[src/qoi_stream_decoder_assert.svh]
// ----------------------------------------------------------------------------
// qoi stream decoder assertion macros
// implication checks, same cycle and next cycle, reported through $error
// ----------------------------------------------------------------------------
`ifndef QOI_STREAM_DECODER_ASSERT_SVH
`define QOI_STREAM_DECODER_ASSERT_SVH

`ifndef SYNTHESIS
`define QSD_ASSERT_IMP(label, clk, rst_n, ante, cons, msg) \
    label: assert property (@(posedge clk) disable iff (!rst_n) (ante) |-> (cons)) \
        else $error(msg);
`define QSD_ASSERT_NXT(label, clk, rst_n, ante, cons, msg) \
    label: assert property (@(posedge clk) disable iff (!rst_n) (ante) |=> (cons)) \
        else $error(msg);
`else
`define QSD_ASSERT_IMP(label, clk, rst_n, ante, cons, msg)
`define QSD_ASSERT_NXT(label, clk, rst_n, ante, cons, msg)
`endif

`endif

[src/qsd_pkg.sv]
// ----------------------------------------------------------------------------
// qsd_pkg
// shared types, result codes and opcodes of the qoi stream decoder
// ----------------------------------------------------------------------------
`timescale 1ns / 1ps
`default_nettype none

package qsd_pkg;

    localparam logic [31:0] MAGIC_WORD   = 32'h716F6966;
    localparam logic [28:0] MAX_PIX_RST  = 29'd400000000;
    localparam int          PROD_W       = 59;

    localparam logic [7:0]  OP_RGB       = 8'hFE;
    localparam logic [7:0]  OP_RGBA      = 8'hFF;
    localparam logic [1:0]  OPT_INDEX    = 2'b00;
    localparam logic [1:0]  OPT_DIFF     = 2'b01;
    localparam logic [1:0]  OPT_LUMA     = 2'b10;
    localparam logic [1:0]  OPT_RUN      = 2'b11;

    localparam logic [2:0]  ST_PIXEL     = 3'd0;
    localparam logic [2:0]  ST_HEADER    = 3'd1;
    localparam logic [2:0]  ST_DONE      = 3'd2;
    localparam logic [2:0]  ST_ERROR     = 3'd3;
    localparam logic [2:0]  ST_REJECT    = 3'd4;

    localparam logic [2:0]  PSEL_DIFF    = 3'd0;
    localparam logic [2:0]  PSEL_LUMA    = 3'd1;
    localparam logic [2:0]  PSEL_RGB     = 3'd2;
    localparam logic [2:0]  PSEL_RGBA    = 3'd3;
    localparam logic [2:0]  PSEL_IDX     = 3'd4;
    localparam logic [2:0]  PSEL_RUN     = 3'd5;

    typedef struct packed {
        logic [7:0] a;
        logic [7:0] b;
        logic [7:0] g;
        logic [7:0] r;
    } pixel_t;

    typedef struct packed {
        logic       latch_byte;
        logic       shift_in;
        logic       clr_asm;
        logic       clr_cnt;
        logic       inc_cnt;
        logic       latch_width;
        logic       latch_height;
        logic       mul;
        logic       load_remaining;
        logic       latch_chan;
        logic       latch_op;
        logic       idx_read;
        logic       run_start;
        logic       run_dec;
        logic       load;
        logic [2:0] res_kind;
        logic [2:0] pix_sel;
        logic       last;
    } qsd_cmd_t;

    typedef struct packed {
        logic [2:0] cnt;
        logic [7:0] byte_val;
        logic       magic_ok;
        logic       hdr_fail;
        logic       rem_zero;
        logic       rem_one;
        logic       run_one;
        logic       out_free;
    } qsd_sts_t;

endpackage

`default_nettype wire

[src/qsd_ctrl.sv]
// ----------------------------------------------------------------------------
// qsd_ctrl
// parse phase and sequencing state machine of the qoi stream decoder
// ----------------------------------------------------------------------------
`timescale 1ns / 1ps
`default_nettype none
`include "qoi_stream_decoder_assert.svh"

module qsd_ctrl
    import qsd_pkg::*;
(
    input  wire           clk,
    input  wire           rst_n,
    input  wire           in_valid,
    output logic          in_ready,
    input  wire qsd_sts_t sts,
    output qsd_cmd_t      cmd
);

    localparam logic [2:0] S_IDLE = 3'd0;
    localparam logic [2:0] S_EXEC = 3'd1;
    localparam logic [2:0] S_MUL  = 3'd2;
    localparam logic [2:0] S_CMP  = 3'd3;
    localparam logic [2:0] S_IDX  = 3'd4;
    localparam logic [2:0] S_RUN  = 3'd5;

    localparam logic [3:0] P_MAGIC  = 4'd0;
    localparam logic [3:0] P_WIDTH  = 4'd1;
    localparam logic [3:0] P_HEIGHT = 4'd2;
    localparam logic [3:0] P_CHAN   = 4'd3;
    localparam logic [3:0] P_CSPACE = 4'd4;
    localparam logic [3:0] P_OP     = 4'd5;
    localparam logic [3:0] P_RGB    = 4'd6;
    localparam logic [3:0] P_RGBA   = 4'd7;
    localparam logic [3:0] P_LUMA   = 4'd8;
    localparam logic [3:0] P_TAIL   = 4'd9;
    localparam logic [3:0] P_DEAD   = 4'd10;

    logic [2:0] state_reg, state_next;
    logic [3:0] phase_reg, phase_next;
    logic [7:0] d;

    assign d        = sts.byte_val;
    assign in_ready = (state_reg == S_IDLE);

    always_comb
    begin
        cmd        = '0;
        state_next = state_reg;
        phase_next = phase_reg;
        unique case (state_reg)
            S_IDLE:
            begin
                if (in_valid)
                begin
                    cmd.latch_byte = 1'b1;
                    cmd.shift_in   = (phase_reg == P_MAGIC) || (phase_reg == P_WIDTH)
                                     || (phase_reg == P_HEIGHT) || (phase_reg == P_RGB)
                                     || (phase_reg == P_RGBA);
                    state_next     = S_EXEC;
                end
            end
            S_EXEC:
            begin
                state_next = S_IDLE;
                unique case (phase_reg)
                    P_MAGIC:
                    begin
                        if (sts.cnt == 3'd4)
                        begin
                            if (sts.magic_ok)
                            begin
                                cmd.clr_asm = 1'b1;
                                phase_next  = P_WIDTH;
                            end
                            else if (sts.out_free)
                            begin
                                cmd.load     = 1'b1;
                                cmd.res_kind = ST_ERROR;
                                cmd.last     = 1'b1;
                                phase_next   = P_DEAD;
                            end
                            else
                            begin
                                state_next = S_EXEC;
                            end
                        end
                    end
                    P_WIDTH:
                    begin
                        if (sts.cnt == 3'd4)
                        begin
                            cmd.latch_width = 1'b1;
                            cmd.clr_asm     = 1'b1;
                            phase_next      = P_HEIGHT;
                        end
                    end
                    P_HEIGHT:
                    begin
                        if (sts.cnt == 3'd4)
                        begin
                            cmd.latch_height = 1'b1;
                            cmd.clr_asm      = 1'b1;
                            state_next       = S_MUL;
                        end
                    end
                    P_CHAN:
                    begin
                        if ((d == 8'd3) || (d == 8'd4))
                        begin
                            cmd.latch_chan = 1'b1;
                            phase_next     = P_CSPACE;
                        end
                        else if (sts.out_free)
                        begin
                            cmd.load     = 1'b1;
                            cmd.res_kind = ST_ERROR;
                            cmd.last     = 1'b1;
                            phase_next   = P_DEAD;
                        end
                        else
                        begin
                            state_next = S_EXEC;
                        end
                    end
                    P_CSPACE:
                    begin
                        if (!sts.out_free)
                        begin
                            state_next = S_EXEC;
                        end
                        else if ((d == 8'd0) || (d == 8'd4))
                        begin
                            cmd.load     = 1'b1;
                            cmd.res_kind = ST_HEADER;
                            cmd.last     = 1'b1;
                            cmd.clr_cnt  = 1'b1;
                            phase_next   = sts.rem_zero ? P_TAIL : P_OP;
                        end
                        else
                        begin
                            cmd.load     = 1'b1;
                            cmd.res_kind = ST_ERROR;
                            cmd.last     = 1'b1;
                            phase_next   = P_DEAD;
                        end
                    end
                    P_OP:
                    begin
                        cmd.latch_op = 1'b1;
                        cmd.clr_asm  = 1'b1;
                        if (d == OP_RGB)
                        begin
                            phase_next = P_RGB;
                        end
                        else if (d == OP_RGBA)
                        begin
                            phase_next = P_RGBA;
                        end
                        else
                        begin
                            unique case (d[7:6])
                                OPT_INDEX:
                                begin
                                    cmd.idx_read = 1'b1;
                                    state_next   = S_IDX;
                                end
                                OPT_DIFF:
                                begin
                                    if (sts.out_free)
                                    begin
                                        cmd.load     = 1'b1;
                                        cmd.res_kind = ST_PIXEL;
                                        cmd.pix_sel  = PSEL_DIFF;
                                        cmd.last     = 1'b1;
                                        phase_next   = sts.rem_one ? P_TAIL : P_OP;
                                    end
                                    else
                                    begin
                                        state_next = S_EXEC;
                                    end
                                end
                                OPT_LUMA:
                                begin
                                    phase_next = P_LUMA;
                                end
                                OPT_RUN:
                                begin
                                    cmd.run_start = 1'b1;
                                    state_next    = S_RUN;
                                end
                                default:
                                begin
                                    state_next = S_IDLE;
                                end
                            endcase
                        end
                    end
                    P_RGB, P_RGBA, P_LUMA:
                    begin
                        if ((phase_reg == P_LUMA) || (sts.cnt == 3'd4)
                            || ((phase_reg == P_RGB) && (sts.cnt == 3'd3)))
                        begin
                            if (sts.out_free)
                            begin
                                cmd.load     = 1'b1;
                                cmd.res_kind = ST_PIXEL;
                                cmd.last     = 1'b1;
                                cmd.pix_sel  = (phase_reg == P_RGB) ? PSEL_RGB :
                                               (phase_reg == P_RGBA) ? PSEL_RGBA : PSEL_LUMA;
                                phase_next   = sts.rem_one ? P_TAIL : P_OP;
                            end
                            else
                            begin
                                state_next = S_EXEC;
                            end
                        end
                    end
                    P_TAIL:
                    begin
                        if ((sts.cnt < 3'd7) && (d == 8'd0))
                        begin
                            cmd.inc_cnt = 1'b1;
                        end
                        else if (!sts.out_free)
                        begin
                            state_next = S_EXEC;
                        end
                        else
                        begin
                            cmd.load     = 1'b1;
                            cmd.last     = 1'b1;
                            cmd.res_kind = ((sts.cnt == 3'd7) && (d == 8'd1)) ? ST_DONE
                                                                              : ST_ERROR;
                            phase_next   = P_DEAD;
                        end
                    end
                    P_DEAD:
                    begin
                        if (sts.out_free)
                        begin
                            cmd.load     = 1'b1;
                            cmd.res_kind = ST_REJECT;
                            cmd.last     = 1'b1;
                        end
                        else
                        begin
                            state_next = S_EXEC;
                        end
                    end
                    default:
                    begin
                        phase_next = P_DEAD;
                    end
                endcase
            end
            S_MUL:
            begin
                cmd.mul    = 1'b1;
                state_next = S_CMP;
            end
            S_CMP:
            begin
                if (!sts.hdr_fail)
                begin
                    cmd.load_remaining = 1'b1;
                    phase_next         = P_CHAN;
                    state_next         = S_IDLE;
                end
                else if (sts.out_free)
                begin
                    cmd.load     = 1'b1;
                    cmd.res_kind = ST_ERROR;
                    cmd.last     = 1'b1;
                    phase_next   = P_DEAD;
                    state_next   = S_IDLE;
                end
            end
            S_IDX:
            begin
                if (sts.out_free)
                begin
                    cmd.load     = 1'b1;
                    cmd.res_kind = ST_PIXEL;
                    cmd.pix_sel  = PSEL_IDX;
                    cmd.last     = 1'b1;
                    phase_next   = sts.rem_one ? P_TAIL : P_OP;
                    state_next   = S_IDLE;
                end
            end
            S_RUN:
            begin
                if (sts.out_free)
                begin
                    cmd.load     = 1'b1;
                    cmd.res_kind = ST_PIXEL;
                    cmd.pix_sel  = PSEL_RUN;
                    cmd.run_dec  = 1'b1;
                    cmd.last     = sts.run_one || sts.rem_one;
                    phase_next   = sts.rem_one ? P_TAIL : P_OP;
                    if (sts.run_one || sts.rem_one)
                    begin
                        state_next = S_IDLE;
                    end
                end
            end
            default:
            begin
                state_next = S_IDLE;
            end
        endcase
    end

    always_ff @(posedge clk or negedge rst_n)
    begin
        if (!rst_n)
        begin
            state_reg <= S_IDLE;
            phase_reg <= P_MAGIC;
        end
        else
        begin
            state_reg <= state_next;
            phase_reg <= phase_next;
        end
    end

    `QSD_ASSERT_IMP(a_load_free, clk, rst_n, cmd.load, sts.out_free, "result loaded over a held one")
    `QSD_ASSERT_NXT(a_accept_exec, clk, rst_n, (state_reg == S_IDLE) && in_valid, (state_reg == S_EXEC), "accepted byte not executed")
    `QSD_ASSERT_NXT(a_idx_wait, clk, rst_n, cmd.idx_read, (state_reg == S_IDX), "index read without wait")
    `QSD_ASSERT_NXT(a_run_end, clk, rst_n, (state_reg == S_RUN) && cmd.load && cmd.last, (state_reg == S_IDLE), "run did not end")

endmodule

`default_nettype wire

[config.mk]
export PLATFORM = sky130hd
export DESIGN_NAME = qsd_ctrl
export DESIGN_NICKNAME = d
export VERILOG_FILES = /design/src/qsd_pkg.sv /design/src/qsd_ctrl.sv
export VERILOG_INCLUDE_DIRS = /design/src /design/src/src
export SDC_FILE = /design/constraint.sdc
export NUM_CORES = 1
export LEC_CHECK = 0
export BUFFER_PORTS_ARGS = -buffer_cell sky130_fd_sc_hd__buf_2
export CAP_MARGIN = 10
export CORE_UTILIZATION = 29
export DETAILED_ROUTE_END_ITERATION = 6
export GPL_ROUTABILITY_DRIVEN = 0
export PLACE_DENSITY = 0.54
export SLEW_MARGIN = 20
export SYNTH_ARGS = -nofsm -noshare
export SYNTH_HDL_FRONTEND = slang
export SYNTH_SLANG_ARGS = --single-unit
export TNS_END_PERCENT = 20
[constraint.sdc]
create_clock -name clk -period 4.7 [get_ports clk]
set_input_delay 0.235 -clock clk [delete_from_list [all_inputs] [get_ports clk]]
set_output_delay 0.235 -clock clk [all_outputs]
set_load 0.05 [all_outputs]
==> results of run 1 <==
## where the power goes
part	internal (mW)	switching (mW)	total (mW)
Sequential	0.0769	0.0816	0.159
Clock	0.0584	0.0232	0.0816
Combinational	0.132	0.207	0.340
Total	0.268	0.312	0.580
## synthesized netlist by cell type, drive strengths merged, types with 3 or more instances
cell type / number
inv: 8
o21a: 5
o22ai: 4
nor3: 8
a21oi: 11
and2: 6
nand2: 25
a31oi: 9
o221ai: 3
nand3: 6
nand4: 3
ha: 4
o21ai: 13
dfrtp: 7
nor2b: 5
nand2b: 5
nor2: 22
buf: 3
o22a: 4
clkbuf: 10
## layer usage
layer  GRT usage  part of all wire  wire [um]  vias to the layer above
li1            -                 -          -                      830
met1      0.2807              0.49       2232                      762
met2      0.2902              0.44       2026                       66
met3     0.02279             0.060        277                        8
met4     0.03556             0.012         56                        0
met5           0                 0          0                        -
## through the flow
step	instance area, sq um	hold WS, ns	instances	utilization
floorplan	1364	-0.06059	202	-
global placement	1589	0.07269	283	0.3575
detailed placement	1589	0.06961	283	0.3575
CTS	1644	0.3759	288	0.3699
global route	1644	0.3948	288	0.3699
finish	1644	0.3732	288	0.3699
## logic make-up (layout without fill, tap and decap cells)
logic type / Yosys count / in the layout
simple gates: 96 / 96
buf+inv: 21 / 55
compound gates: 72 / 72
flops: 7 / 7
fa+ha+maj: 4 / 4
xor+xnor: 1 / 1
mux: 1 / 1
## cells in the final DEF, fill, tap and decap left out, types with 2 or more instances in the layout
cell                        count
sky130_fd_sc_hd__buf_2         42
sky130_fd_sc_hd__nand2_1       25
sky130_fd_sc_hd__nor2_1        22
sky130_fd_sc_hd__o21ai_0       11
sky130_fd_sc_hd__a21oi_1       10
sky130_fd_sc_hd__a31oi_1        9
sky130_fd_sc_hd__nor3_1         8
sky130_fd_sc_hd__dfrtp_1        7
sky130_fd_sc_hd__and2_1         6
sky130_fd_sc_hd__inv_1          6
sky130_fd_sc_hd__nand3_1        6
sky130_fd_sc_hd__nor2b_1        5
sky130_fd_sc_hd__nand2b_1       5
sky130_fd_sc_hd__o21a_1         5
sky130_fd_sc_hd__o22ai_1        4
sky130_fd_sc_hd__o22a_1         4
sky130_fd_sc_hd__ha_1           4
sky130_fd_sc_hd__nand4_1        3
sky130_fd_sc_hd__o221ai_1       3
sky130_fd_sc_hd__clkbuf_8       3
sky130_fd_sc_hd__inv_2          2
sky130_fd_sc_hd__and3_1         2
sky130_fd_sc_hd__and3b_1        2
sky130_fd_sc_hd__nand4bb_1      2
sky130_fd_sc_hd__or2_2          2
sky130_fd_sc_hd__o41ai_1        2
sky130_fd_sc_hd__a211o_1        2
sky130_fd_sc_hd__a2bb2oi_1      2
sky130_fd_sc_hd__a21o_1         2
sky130_fd_sc_hd__o31ai_1        2
## timing repair
| item | CTS | global route |
|---|---|---|
| hold buffers | 1 | 0 |
| endpoints found under the hold margin | 7 | 0 |
| resized for setup | 0 | 0 |
## area by class of cell
type	instances	area share
tap	52	0.03957
inverter	8	0.01826
timing repair buffer	43	0.1339
multi-input combinational	174	0.6743
clock buffer	4	0.02740
sequential	7	0.1065
## final timing paths
check                              from            to  slack [ns]  cells after the start
min in group clk                 sts[1]  state_reg[2]        0.43                      6
min                               rst_n  state_reg[1]        0.37                      2
max                        phase_reg[2]        cmd[0]        1.94                      7
max reg2reg                phase_reg[1]  phase_reg[2]        2.16                      6
max in group asynchronous         rst_n  phase_reg[0]        4.18                      2
min reg2reg                state_reg[2]  state_reg[1]        0.79                      2
==> impl_metrics.prom, run 1 <==
# TYPE chip_impl_metric gauge
chip_impl_info{name="status",value="finished with violations"} 1
chip_impl_info{name="violations",value="design-rule violations"} 1
chip_impl_metric{name="cpPeakStageDelay",unit="ns"} 0.69
chip_impl_metric{name="synth_compound_area_frac",unit=""} 0.3780
chip_impl_info{name="synth_top_family_by_area",value="simple AND/OR/NAND/NOR gates"} 1
chip_impl_metric{name="drtPass1Iterations",unit=""} 6
chip_impl_metric{name="tns",unit="ns"} 0
chip_impl_metric{name="flow.area_growth_from_synthesis",unit="%"} 20.55
chip_impl_metric{name="postCtsSetupRepairBufs",unit=""} 0
chip_impl_info{name="grt_setup_unrepaired",value="no"} 1
chip_impl_metric{name="period_minus_slack",unit="ns"} 2.763
chip_impl_metric{name="post_synth_fa_ha_maj_area_fraction",unit=""} 0.03670
chip_impl_metric{name="drt-initial-drc-count",unit=""} 131
chip_impl_metric{name="clock_transition_at_the_registers_of_the_reported_paths",unit="ns"} 0.04
chip_impl_metric{name="synth_nets",unit=""} 226
chip_impl_metric{name="detailedPlace.worstSlack",unit="ns"} 2.113
chip_impl_metric{name="dpl_wire_length",unit="mm"} 3.616
chip_impl_metric{name="nFillCells",unit=""} 503
chip_impl_metric{name="syn_area_per_cell",unit="sq um"} 6.752
chip_impl_metric{name="die_height",unit="um"} 70.58
chip_impl_metric{name="via_count",unit=""} 1666
chip_impl_metric{name="regArea",unit="sq um"} 175.2
chip_impl_metric{name="clock_tree.htree_level_count",unit=""} 1
chip_impl_info{name="cp_cell_sequence",value="nor2b_1, nand2_1, o22ai_1, nor4b_4, a21oi_2, o31a_1, buf_2"} 1
chip_impl_metric{name="largest_reg_flops",unit=""} 4
chip_impl_info{name="slowest_stage",value="sky130_fd_sc_hd__dfrtp_1"} 1
chip_impl_metric{name="ys_async_sr_fraction",unit=""} 1.000
chip_impl_metric{name="initial_core_util",unit=""} 0.3069
chip_impl_metric{name="port_buffers",unit=""} 42
chip_impl_metric{name="grt_first_pass_wirelength",unit="mm"} 7.562
chip_impl_metric{name="ys_seq_elements",unit=""} 7
chip_impl_metric{name="multiInputGateArea",unit="sq mm"} 0.001109
chip_impl_metric{name="yosys.cell_types.count",unit=""} 57
chip_impl_metric{name="vdd_drop_max",unit="mV"} 0.2727
chip_impl_metric{name="final-hold-violation-count",unit=""} 0
chip_impl_info{name="timing.hold.worst.class",value="in2async"} 1
chip_impl_metric{name="setup_ws",unit="ns"} 1.937
chip_impl_metric{name="num-nets-final",unit=""} 261
chip_impl_info{name="startpoint_type",value="register"} 1
chip_impl_metric{name="row_count",unit=""} 24
chip_impl_metric{name="drive_gt1_frac",unit=""} 0.2500
chip_impl_metric{name="cp_max_fo",unit=""} 19
chip_impl_metric{name="clock_skews",unit="ns"} 0.0001232
chip_impl_metric{name="timing.fmax",unit="GHz"} 0.3619
chip_impl_metric{name="tritoncts.num_buffers",unit=""} 3
chip_impl_metric{name="die-area",unit="sq mm"} 0.004981
chip_impl_metric{name="synth_xor_xnor_area_share",unit=""} 0.006422
chip_impl_metric{name="maximum_number_of_pins_on_one_net_before_global_route_repair",unit=""} 29
chip_impl_metric{name="wire_per_inst",unit="um"} 15.94
chip_impl_metric{name="antenna_cells_inserted",unit=""} 0
chip_impl_metric{name="die_w",unit="um"} 70.58
chip_impl_metric{name="top_level_pins",unit=""} 43
chip_impl_metric{name="worst_skew_late_latency",unit="ns"} 0.22
chip_impl_metric{name="power.leakage",unit="nW"} 0.7426
chip_impl_metric{name="total_overflow_reported_by_the_global_router",unit=""} 0
chip_impl_metric{name="arrival",unit="ns"} 2.53
chip_impl_metric{name="grt_antenna_before_repair",unit=""} 0
chip_impl_info{name="cell_type_with_the_largest_total_area_after_synthesis",value="sky130_fd_sc_hd__dfrtp_1"} 1
chip_impl_metric{name="p_total",unit="uW"} 579.7
chip_impl_info{name="critical_path_class",value="reg2out"} 1
chip_impl_info{name="clock-root-buffer",value="sky130_fd_sc_hd__clkbuf_8"} 1
chip_impl_metric{name="cts.path.max_buffers",unit=""} 2
chip_impl_metric{name="drt_drc_violations_left",unit=""} 2
chip_impl_metric{name="synth_seq_area_share",unit=""} 0.1284
chip_impl_info{name="synth_flop_cell",value="sky130_fd_sc_hd__dfrtp_1"} 1
chip_impl_metric{name="timing.final.crit_share",unit=""} 0.5879
chip_impl_info{name="timing.critical_path.to_type",value="primary output"} 1
chip_impl_metric{name="critPathBufInv",unit=""} 1
chip_impl_metric{name="synth-simple-area-share",unit=""} 0.3835
chip_impl_metric{name="synth_top_area_frac",unit=""} 0.1284
chip_impl_metric{name="synthCells",unit=""} 202
chip_impl_metric{name="core-area",unit="sq mm"} 0.004444
chip_impl_metric{name="synth_mux_area_frac",unit=""} 0.008257
chip_impl_metric{name="drv_slew",unit=""} 0
chip_impl_metric{name="synth_area",unit="sq mm"} 0.001364
chip_impl_metric{name="setup_violations",unit=""} 0
chip_impl_metric{name="grt_usage",unit=""} 0.1874
chip_impl_metric{name="slew_worst_pin",unit="ns"} 0.6532
chip_impl_metric{name="detail-route-antenna-nets",unit=""} 0
chip_impl_metric{name="worst-endpoint-required",unit="ns"} 4.47
chip_impl_metric{name="vias_per_inst",unit=""} 5.785
chip_impl_info{name="worst_path_dominant_cell_family",value="simple AND/OR/NAND/NOR gates"} 1
chip_impl_metric{name="vias_in_the_first_global_route",unit=""} 1516
chip_impl_metric{name="max-cap-violations",unit=""} 0
chip_impl_metric{name="power_density",unit="mW/mm^2"} 352.6
chip_impl_metric{name="count_of_flip_flops_with_a_built_in_enable_after_synthesis",unit=""} 0
chip_impl_metric{name="routed_wl",unit="mm"} 4.592
chip_impl_metric{name="cts_sinks",unit=""} 7
chip_impl_metric{name="synth_warnings",unit=""} 0
chip_impl_metric{name="max_slew_margin",unit=""} 0.5645
chip_impl_info{name="synthTopCellsByArea",value="sky130_fd_sc_hd__dfrtp_1 13%, sky130_fd_sc_hd__nand2_1 6.9%, sky130_fd_sc_hd__nor2_1 6.1%"} 1
chip_impl_info{name="tritoncts",value="built"} 1
Note: power is estimated with default switching activity, not from simulation.
==> run 2: changes to the inputs <==
--- a/config.mk
+++ b/config.mk
@@ -6,12 +6,13 @@
 export SDC_FILE = /design/constraint.sdc
 export NUM_CORES = 1
 export LEC_CHECK = 0
+export ABC_AREA = 1
 export BUFFER_PORTS_ARGS = -buffer_cell sky130_fd_sc_hd__buf_2
 export CAP_MARGIN = 10
 export CORE_UTILIZATION = 29
 export DETAILED_ROUTE_END_ITERATION = 6
 export GPL_ROUTABILITY_DRIVEN = 0
-export PLACE_DENSITY = 0.54
+export PLACE_DENSITY = 0.55
 export SLEW_MARGIN = 20
 export SYNTH_ARGS = -nofsm -noshare
 export SYNTH_HDL_FRONTEND = slang
==> constraint.sdc (replaced) <==
create_clock -name clk -period 2.3 [get_ports clk]
set_input_delay 0.115 -clock clk [delete_from_list [all_inputs] [get_ports clk]]
set_output_delay 0.115 -clock clk [all_outputs]
set_load 0.05 [all_outputs]
==> impl_metrics.prom, run 2 <==
# TYPE chip_impl_metric gauge
chip_impl_metric{name="regArea",unit="sq um"} 175.2
chip_impl_metric{name="p_total",unit="mW"} 1.343
chip_impl_metric{name="setup_violations",unit=""} 0
chip_impl_info{name="slowest_stage",value="sky130_fd_sc_hd__dfrtp_1"} 1
chip_impl_metric{name="die-area",unit="sq mm"} 0.005571
chip_impl_metric{name="setup_ws",unit="ns"} 0.1856
chip_impl_metric{name="synthCells",unit=""} 301
chip_impl_metric{name="ys_seq_elements",unit=""} 7
chip_impl_info{name="cell_type_with_the_largest_total_area_after_synthesis",value="sky130_fd_sc_hd__nand2_1"} 1
chip_impl_metric{name="nFillCells",unit=""} 597
chip_impl_metric{name="ys_async_sr_fraction",unit=""} 1.000
chip_impl_metric{name="slew_worst_pin",unit="ns"} 0.5554
chip_impl_metric{name="count_of_flip_flops_with_a_built_in_enable_after_synthesis",unit=""} 0
chip_impl_metric{name="multiInputGateArea",unit="sq mm"} 0.001159
chip_impl_metric{name="synth_area",unit="sq mm"} 0.001530
chip_impl_info{name="critical_path_class",value="reg2out"} 1
chip_impl_metric{name="die_height",unit="um"} 74.64
chip_impl_metric{name="timing.fmax",unit="GHz"} 0.4730
chip_impl_metric{name="top_level_pins",unit=""} 43
chip_impl_metric{name="antenna_cells_inserted",unit=""} 0
chip_impl_metric{name="cts.path.max_buffers",unit=""} 2
chip_impl_metric{name="clock_transition_at_the_registers_of_the_reported_paths",unit="ns"} 0.04
chip_impl_info{name="worst_path_dominant_cell_family",value="simple AND/OR/NAND/NOR gates"} 1
chip_impl_metric{name="initial_core_util",unit=""} 0.2996
chip_impl_metric{name="synth_nets",unit=""} 325
chip_impl_metric{name="grt_usage",unit=""} 0.1857
chip_impl_info{name="synth_commonest_cells",value="93 x sky130_fd_sc_hd__nand2_1, 65 x sky130_fd_sc_hd__nor2_1, 42 x sky130_fd_sc_hd__inv_1"} 1
chip_impl_metric{name="power_density",unit="mW/mm^2"} 710.2
chip_impl_info{name="tritoncts",value="built"} 1
chip_impl_metric{name="period_minus_slack",unit="ns"} 2.114
chip_impl_info{name="cp_common_cell",value="sky130_fd_sc_hd__nand2_1"} 1
chip_impl_metric{name="total_overflow_reported_by_the_global_router",unit=""} 0
chip_impl_metric{name="worst-endpoint-required",unit="ns"} 2.18
chip_impl_metric{name="routed_wl",unit="mm"} 4.887
chip_impl_metric{name="num-nets-final",unit=""} 370
chip_impl_metric{name="drt-initial-drc-count",unit=""} 165
chip_impl_metric{name="clock_tree.htree_level_count",unit=""} 1
chip_impl_metric{name="vias_per_inst",unit=""} 4.711
chip_impl_metric{name="vias_in_the_first_global_route",unit=""} 1744
chip_impl_metric{name="timing.final.crit_share",unit=""} 0.9193
chip_impl_metric{name="critPathBufInv",unit=""} 2
chip_impl_metric{name="detail-route-antenna-nets",unit=""} 0
chip_impl_metric{name="via_count",unit=""} 1955
chip_impl_metric{name="core-area",unit="sq mm"} 0.005107
chip_impl_metric{name="cpPeakStageDelay",unit="ns"} 0.45
chip_impl_metric{name="row_count",unit=""} 26
chip_impl_info{name="yosysMostFrequentCell",value="sky130_fd_sc_hd__nand2_1"} 1
chip_impl_metric{name="max_slew_margin",unit=""} 0.6294
chip_impl_metric{name="dpl_wire_length",unit="mm"} 4.116
chip_impl_metric{name="grt_antenna_before_repair",unit=""} 0
chip_impl_metric{name="power.leakage",unit="nW"} 1.143
chip_impl_metric{name="synth_top_area_frac",unit=""} 0.2281
chip_impl_metric{name="maximum_number_of_pins_on_one_net_before_global_route_repair",unit=""} 17
chip_impl_metric{name="arrival",unit="ns"} 2.00
chip_impl_info{name="layout_commonest_cell",value="sky130_fd_sc_hd__nand2_1"} 1
chip_impl_info{name="clock-root-buffer",value="sky130_fd_sc_hd__clkbuf_8"} 1
chip_impl_info{name="timing.critical_path.to_type",value="primary output"} 1
chip_impl_metric{name="largest_reg_flops",unit=""} 4
chip_impl_metric{name="synth_warnings",unit=""} 0
chip_impl_metric{name="drt_drc_violations_left",unit=""} 0
chip_impl_metric{name="drtPass1Iterations",unit=""} 6
chip_impl_metric{name="synth_seq_area_share",unit=""} 0.1145
chip_impl_metric{name="port_buffers",unit=""} 42
chip_impl_metric{name="cts_sinks",unit=""} 7
chip_impl_metric{name="cp_max_fo",unit=""} 7
chip_impl_metric{name="drv_slew",unit=""} 0
chip_impl_metric{name="worst_skew_late_latency",unit="ns"} 0.23
chip_impl_metric{name="tritoncts.num_buffers",unit=""} 3
chip_impl_info{name="synth_flop_cell",value="sky130_fd_sc_hd__dfrtp_1"} 1
chip_impl_info{name="timing.hold.worst.class",value="in2async"} 1
chip_impl_metric{name="final-hold-violation-count",unit=""} 0
chip_impl_metric{name="syn_area_per_cell",unit="sq um"} 5.084
chip_impl_metric{name="yosys.cell_types.count",unit=""} 30
chip_impl_metric{name="wire_per_inst",unit="um"} 11.78
chip_impl_metric{name="flow.area_growth_from_synthesis",unit="%"} 23.55
chip_impl_info{name="startpoint_type",value="register"} 1
chip_impl_info{name="cp_cell_sequence",value="inv_2, nand2_1, nor2_1, nand2_1, nand2_1, nand3_1, o32ai_2, buf_2"} 1
chip_impl_metric{name="detailedPlace.worstSlack",unit="ns"} 0.3971
chip_impl_metric{name="clock_skews",unit="ns"} 0.005377
chip_impl_metric{name="die_w",unit="um"} 74.64
chip_impl_info{name="grt_setup_unrepaired",value="no"} 1
chip_impl_info{name="synthTopCellsByArea",value="sky130_fd_sc_hd__nand2_1 23%, sky130_fd_sc_hd__nor2_1 16%, sky130_fd_sc_hd__dfrtp_1 11%"} 1
chip_impl_metric{name="grt_first_pass_wirelength",unit="mm"} 7.969
chip_impl_metric{name="max-cap-violations",unit=""} 0
chip_impl_info{name="status",value="complete, no violations"} 1
chip_impl_metric{name="vdd_drop_max",unit="mV"} 0.2042
chip_impl_metric{name="drive_gt1_frac",unit=""} 0.2174
chip_impl_info{name="commonest_cells_after_routing_fill_and_taps_aside",value="92 x sky130_fd_sc_hd__nand2_1, 62 x sky130_fd_sc_hd__nor2_1, 42 x sky130_fd_sc_hd__inv_1"} 1
-- run 2: final timing paths --
path	start	depth (start not counted)	end	slack, ns
setup / recovery	phase_reg[0]	8	cmd[1]	0.19
hold / removal	rst_n	2	phase_reg[0]	0.25
setup reg to reg	phase_reg[1]	11	state_reg[0]	0.57
hold reg to reg	phase_reg[0]	2	phase_reg[0]	0.62
max in group asynchronous	rst_n	2	state_reg[2]	1.89
min in group clk	in_valid	5	state_reg[0]	0.28
-- run 2: cells by family (layout without fill, tap and decap cells) --
family / Yosys count / after routing / synth area share
AOI/OAI and AO/OA: 27 / 27 / 0.09812
buffers and inverters: 54 / 98 / 0.1423
adders and majority gates: 4 / 4 / 0.03271
and+or+nand+nor: 209 / 209 / 0.6124
DFF: 7 / 7 / 0.1145
-- run 2: final cells by class --
type | instances | area share
sequential | 7 | 0.09265
multi-input combinational | 240 | 0.6128
clock buffer | 4 | 0.02383
timing repair buffer | 43 | 0.1191
tap | 70 | 0.04633
inverter | 51 | 0.1052
-- run 2: per-stage QoR --
stage / hold WS [ns] / cells / TNS (ns) / area [sq um] / utilization
2_1_floorplan: -0.1806 / 301 / -0.01287 / 1546 / -
6_report: 0.2477 / 415 / 0 / 1891 / 0.3702
4_1_cts: 0.2513 / 415 / 0 / 1881 / 0.3682
3_5_place_dp: -0.04545 / 410 / 0 / 1826 / 0.3574
5_1_grt: 0.2924 / 415 / 0 / 1891 / 0.3702
3_3_place_gp: -0.04425 / 410 / 0 / 1826 / 0.3574
-- run 2: report_power, final --
group	leakage, nW	switching (mW)	internal (mW)	total, mW
logic	1.04	0.659	0.266	0.925
registers	0.0837	0.0865	0.160	0.247
clock network	0.0228	0.0517	0.120	0.172
total	1.14	0.797	0.546	1.34
-- run 2: timing repair --
action                                  in CTS  in global routing
endpoints found under the hold margin        7                  0
resized for setup                            0                  4
endpoints found under the setup margin       0                  4
hold buffers                                 1                  0
buffers inserted                             0                  0
-- run 2: worst reg2reg max path: stages, from the launching register on --
cell,delay (ns)
sky130_fd_sc_hd__dfrtp_1,0.50
sky130_fd_sc_hd__inv_4,0.13
sky130_fd_sc_hd__nand2_2,0.13
sky130_fd_sc_hd__nor2_8,0.15
sky130_fd_sc_hd__nand3_1,0.09
sky130_fd_sc_hd__nor2_1,0.21
sky130_fd_sc_hd__nor2_1,0.06
sky130_fd_sc_hd__nor2_1,0.10
sky130_fd_sc_hd__nand2_1,0.10
sky130_fd_sc_hd__nand2_1,0.07
sky130_fd_sc_hd__nand2_1,0.05
sky130_fd_sc_hd__nand2_1,0.06
-- run 2: per-layer routing --
layer  GRT usage  vias up  wire length (um)
li1            -     1025                 -
met1      0.2639      873              2295
met2      0.3153       55              2361
met3     0.01339        2               212
met4     0.02516        0                18
met5           0        -                 0
